**config.mk**
```make
export PLATFORM = sky130hd
export DESIGN_NAME = mcrp_digit
export DESIGN_NICKNAME = d
export VERILOG_FILES = /design/src/hdl/mcrp_pkg.sv /design/src/hdl/mcrp_digit.sv
export SDC_FILE = /design/constraint.sdc
export NUM_CORES = 1
export LEC_CHECK = 0
export BUFFER_PORTS_ARGS = -buffer_cell sky130_fd_sc_hd__clkbuf_2
export CAP_MARGIN = 15
export CELL_PAD_IN_SITES_DETAIL_PLACEMENT = 0
export CELL_PAD_IN_SITES_GLOBAL_PLACEMENT = 1
export CORE_MARGIN = 2
export CORE_UTILIZATION = 39
export DETAILED_ROUTE_END_ITERATION = 16
export PLACE_DENSITY_LB_ADDON = 0.12
export SYNTH_ARGS = -nofsm -noshare
export SYNTH_HDL_FRONTEND = slang
export SYNTH_SLANG_ARGS = --single-unit
```
**constraint.sdc**
```tcl
create_clock -name clk_i -period 16.88 [get_ports clk_i]
set_input_delay 1.688 -clock clk_i [delete_from_list [all_inputs] [get_ports clk_i]]
set_output_delay 1.688 -clock clk_i [all_outputs]
set_load 0.02 [all_outputs]
```
**src/hdl/mcrp_pkg.sv**
```systemverilog
// Shared types, constants and field layout of the radix partitioner.
// No dependencies; imported by every module of the block.
package mcrp_pkg;

  localparam int PartBits   = 10;
  localparam int MaxColumns = 8;
  localparam int CountW     = 32;

  localparam int NumParts   = 1 << PartBits;
  localparam int ColIdxW    = 3;
  localparam int DigitW     = 3;
  localparam int DigitMaxW  = 7;
  localparam int NumColsW   = 4;
  localparam int DigPackW   = 24;
  localparam int ShiftW     = 6;
  localparam int WordW      = 32;
  localparam int HashW      = 64;
  localparam int PartFieldW = 10;

  // Configuration port
  localparam int CfgIdxW  = 8;
  localparam int CfgDataW = 32;
  localparam logic [CfgIdxW-1:0] RegColumnsInUse   = CfgIdxW'(0);
  localparam logic [CfgIdxW-1:0] RegDigitBitsPacked = CfgIdxW'(1);

  // Input item layout in s_axis_tdata
  localparam int InChunkLo  = 0;
  localparam int InOffsetLo = InChunkLo + WordW;
  localparam int InColLo    = InOffsetLo + WordW;
  localparam int InNullBit  = InColLo + ColIdxW;
  localparam int InHashLo   = InNullBit + 1;
  localparam int InQueryLo  = InHashLo + HashW;
  localparam int InFieldsW  = InQueryLo + PartFieldW;
  localparam int InTdataW   = ((InFieldsW + 7) / 8) * 8;

  // Result item layout in m_axis_tdata
  localparam int OutFieldsW = 4 * WordW + PartFieldW;
  localparam int OutTdataW  = ((OutFieldsW + 7) / 8) * 8;

  localparam int OpW = 2;
  typedef enum logic [OpW-1:0] {
    OpColumn = 2'd0,
    OpQuery  = 2'd1,
    OpClear  = 2'd2
  } op_e;

  localparam logic KindPlace = 1'b0;
  localparam logic KindSize  = 1'b1;

  typedef enum logic [1:0] {
    StClear,
    StIdle,
    StProc
  } st_e;

  // Digit unit status towards the controller
  typedef struct packed {
    logic                in_use;
    logic                last;
    logic [PartBits-1:0] part;
  } dig_info_t;

  function automatic logic [DigitW-1:0] dig_width(input logic [DigPackW-1:0] packed_w,
                                                  input int unsigned        col);
    dig_width = packed_w[DigitW*col +: DigitW];
  endfunction

endpackage

```
**src/hdl/mcrp_digit.sv**
```systemverilog
// Column digit extraction and partial partition id register.
// Depends on mcrp_pkg.
module mcrp_digit import mcrp_pkg::*; (
  input  logic                clk_i,
  input  logic                rst_ni,
  input  logic [NumColsW-1:0] columns_in_use_i,
  input  logic [DigPackW-1:0] digit_bits_i,
  input  logic                upd_i,
  input  logic [ColIdxW-1:0]  column_index_i,
  input  logic                value_is_null_i,
  input  logic [HashW-1:0]    hash_value_i,
  output dig_info_t           info_o
);

  logic [PartBits-1:0]  partial_q, partial_d;
  logic [NumColsW-1:0]  ncol;
  logic [NumColsW-1:0]  col_ext;
  logic [ShiftW-1:0]    shift;
  logic [DigitW-1:0]    width_cur;
  logic [DigitMaxW-1:0] digit;
  logic [HashW-1:0]     shifted;
  logic [PartBits-1:0]  part_new;

  always_comb begin
    if (columns_in_use_i == '0) begin
      ncol = NumColsW'(1);
    end else if (columns_in_use_i > NumColsW'(MaxColumns)) begin
      ncol = NumColsW'(MaxColumns);
    end else begin
      ncol = columns_in_use_i;
    end
  end

  assign col_ext = NumColsW'(column_index_i);

  // Position of this digit: widths of the later columns in use
  always_comb begin
    shift = '0;
    for (int c = 0; c < MaxColumns; c++) begin
      if ((NumColsW'(c) > col_ext) && (NumColsW'(c) < ncol)) begin
        shift = shift + ShiftW'(dig_width(digit_bits_i, c));
      end
    end
  end

  always_comb begin
    width_cur = dig_width(digit_bits_i, 32'(column_index_i));
    digit     = value_is_null_i ? '0
              : hash_value_i[DigitMaxW-1:0] & DigitMaxW'((8'd1 << width_cur) - 8'd1);
    shifted   = HashW'(digit) << shift;
    part_new  = (column_index_i == '0) ? PartBits'(shifted)
              : (partial_q | PartBits'(shifted));
  end

  assign partial_d = (upd_i && info_o.in_use) ? part_new : partial_q;

  always_ff @(posedge clk_i or negedge rst_ni) begin
    if (!rst_ni) begin
      partial_q <= '0;
    end else begin
      partial_q <= partial_d;
    end
  end

  assign info_o.in_use = col_ext < ncol;
  assign info_o.last   = col_ext == (ncol - NumColsW'(1));
  assign info_o.part   = part_new;

endmodule

```
==> results.cfg <==
[status]
run_status = completed

[power]
p_total_w = 0.0002607
power_frac_seq_pct = 15.6
p_per_area_nw_per_um2 = 75.60
intPower_w = 0.0001321
combPwrFrac_pct = 75.4
p_leak_nw = 1.543
power_frac_clock_pct = 9.0
ir_drop_v = 0.00008071
switchingPower_w = 0.0001286
p_sw_share_pct = 49.32

[place]
dp_cells = 541
numPortBuffers = 53
place_hpwl_mm = 7.469
placed_area_um2 = 3407
place_congestion = 0.8709

[sta]
rsz0062_at_grt = false
tns_ns = 0
max_freq_mhz = 82.61
post-route-period-util_pct = 71.71
finalHoldViolCount = 0
hold_slack_ns = 0.4892
slew_headroom_pct = 36.52
layout_min_cycle_time_ns = 12.11
finClkSkew_ns = 0
tightest_slew_ns = 0.9449
slew_violations = 0
finalSetupViolations = 0

[global_route]
grt_pass1_vias = 2938
grt_pass1_wl_mm = 14.72
grt_max_degree = 20
antenna_found_initial = 0
gr-total-overflow = 0
grt_use_total_pct = 21.02

[final_layout]
fin_cells = 544
final_nets = 579
fillers = 821
final_common_cell = clkbuf_2
diodes = 0
area_delta_synth_final_pct = 11.26
largestRegisters = partial_q x10
largest_register = partial_q
layout-drive-gt1-share_pct = 21.04
final_cell_mix = 53 x clkbuf_2, 34 x nor2_1, 32 x nand2_1, 29 x inv_1, 29 x ha_1
stdcell_area_um2 = 3448
largest_register_ffs = 10

[detailed_routing]
drc = 0
final_antenna_net_count = 0
routed_wl_mm = 8.776
drt_pass1_iterations = 4
via_per_inst = 5.730
vias = 3117
drt_iter0_markers = 174
wl_per_cell_um = 16.13

[die]
rows = 32
fp.dieW_um = 93.15
core-area_um2 = 7727
io_pins = 111
die-area_um2 = 8676
die_height_um = 93.15
start_util_pct = 40.11

[cts]
postCtsSetupBuffers = 0
hold_buffers = 0
ctsLongestPathBuffers = 2
path_clk_slew_ns = 0.04
clock_latency_ns = 0.23
cts.sinks = 10
cts_resized = 0
h-tree-depth = 1
tritoncts = yes
cts_buffers = 3
clockRootBuffer = clkbuf_8

[yosys]
yosysWarnings = 0
synth_top_family_by_area = compound AO/OA/AOI/OAI gates
yosysUniqueCellTypes = 68
synth_xor_area_share_pct = 6.056
synth_edf_count = 0
synth_area_um2 = 3099
synth_mux_area_share_pct = 10.66
yosys_most_used_dff = dfrtp_1
synth-adder-area-share_pct = 16.23
yosysSeqAreaShare_pct = 8.074
synthCells = 401
async_flop_share_pct = 100.0
synth-compound-area-share_pct = 26.69
ys_ff_latch = 10
syn_avg_cell_area_um2 = 7.729
yosys.area_share.simple_pct = 25.31

[critical_path]
cpMaxStageDelayCell = nor3_1
cp-end-kind = primary output
max_stage_delay_ns = 0.73
crit_fanout = 10
cp.required_ns = 15.19
crit_arrival_ns = 10.42
criticalPathCategory = in2out
critPathLaunchType = input pin
cp_common_cell = fa_1

[flow_run]
maxCapViolCount = 0

[hold_path]
hp-class = reg2reg
-- path summary, 6_finish.rpt --
check / slack [ns] / cells after the start / to / from
min in group asynchronous: 1.32 / 1 / partial_q[6] / rst_ni
max in group asynchronous: 15.36 / 1 / partial_q[1] / rst_ni
worst min-delay path: 0.49 / 1 / partial_q[1] / partial_q[1]
worst min register to register: 0.49 / 1 / partial_q[1] / partial_q[1]
worst max-delay path: 4.77 / 36 / info_o[6] / columns_in_use_i[2]
worst max register to register: 16.03 / 3 / partial_q[9] / partial_q[9]
-- area by class of cell --
| class | count | area (um2) | share of cell area (%) |
|---|---|---|---|
| Clock buffer | 3 | 41.29 | 1.197 |
| Sequential cell | 10 | 250.2 | 7.257 |
| Multi-Input combinational cell | 346 | 2648 | 76.78 |
| Inverter | 29 | 108.9 | 3.157 |
| Timing Repair Buffer | 54 | 272.8 | 7.910 |
| Tap cell | 102 | 127.6 | 3.701 |
-- per-layer routing --
| metal | global-route usage (%) | share of wire (%) | up-vias |
|---|---|---|---|
| li1 | - | - | 1553 |
| met2 | 33.88 | 44 | 80 |
| met5 | 0 | 0 | - |
| met4 | 0.9804 | 0 | 0 |
| met1 | 31.57 | 52 | 1484 |
| met3 | 2.659 | 4.6 | 0 |
-- cell usage after synthesis (all sizes together), types with 7 or more instances --
cell type | n | area (um2)
xor2 | 9 | 86.34
mux2 | 9 | 101.4
a32o | 9 | 90.09
nand2b | 10 | 62.56
nand2 | 32 | 120.1
buf | 7 | 58.80
dfrtp | 10 | 250.2
and2 | 9 | 56.30
or3 | 7 | 48.80
o21ai | 19 | 95.09
a22o | 7 | 61.31
clkbuf | 11 | 41.29
a21oi | 26 | 130.1
nor2b | 10 | 62.56
fa | 7 | 140.1
xnor2 | 9 | 101.4
nand3 | 18 | 90.09
nor2 | 35 | 133.9
inv | 29 | 108.9
ha | 29 | 362.9
a21o | 7 | 52.55
mux2i | 9 | 93.84
nor3 | 10 | 55.05
-- power groups by stage --
stage	registers, W	clock network (W)	logic, W
3_3_place_gp	0.0000400	0	0.000194
6_report	0.0000406	0.0000235	0.000197
3_5_place_dp	0.0000408	0	0.000196
4_1_cts	0.0000404	0.0000246	0.000197
2_1_floorplan	0.0000395	0	0.000153
5_1_grt	0.0000421	0.0000263	0.000220
-- stage by stage --
step	util [%]	worst slack [ns]
after floorplan	-	5.793
after global placement	44.09	4.837
after detailed placement	44.09	4.799
after CTS	44.62	4.759
after global routing	44.62	3.964
final	44.62	4.775
-- critical path: cells and delay by family --
| family | cells | cell delay, ns |
|---|---|---|
| buffers and inverters | 6 | 0.65 |
| AO/OA/AOI/OAI | 9 | 1.75 |
| multiplexers | 1 | 0.26 |
| AND/OR/NAND/NOR | 12 | 2.53 |
| adder cells (fa/ha/maj) | 8 | 3.55 |
-- logic make-up after synthesis --
kind of cell	count (synthesis)
other	2
buffers and inverters	47
AND/OR/NAND/NOR	152
multiplexers	24
flip-flops	10
adder cells (fa/ha/maj)	36
XOR/XNOR	18
AO/OA/AOI/OAI	112
(Power assumes the default switching activity.)
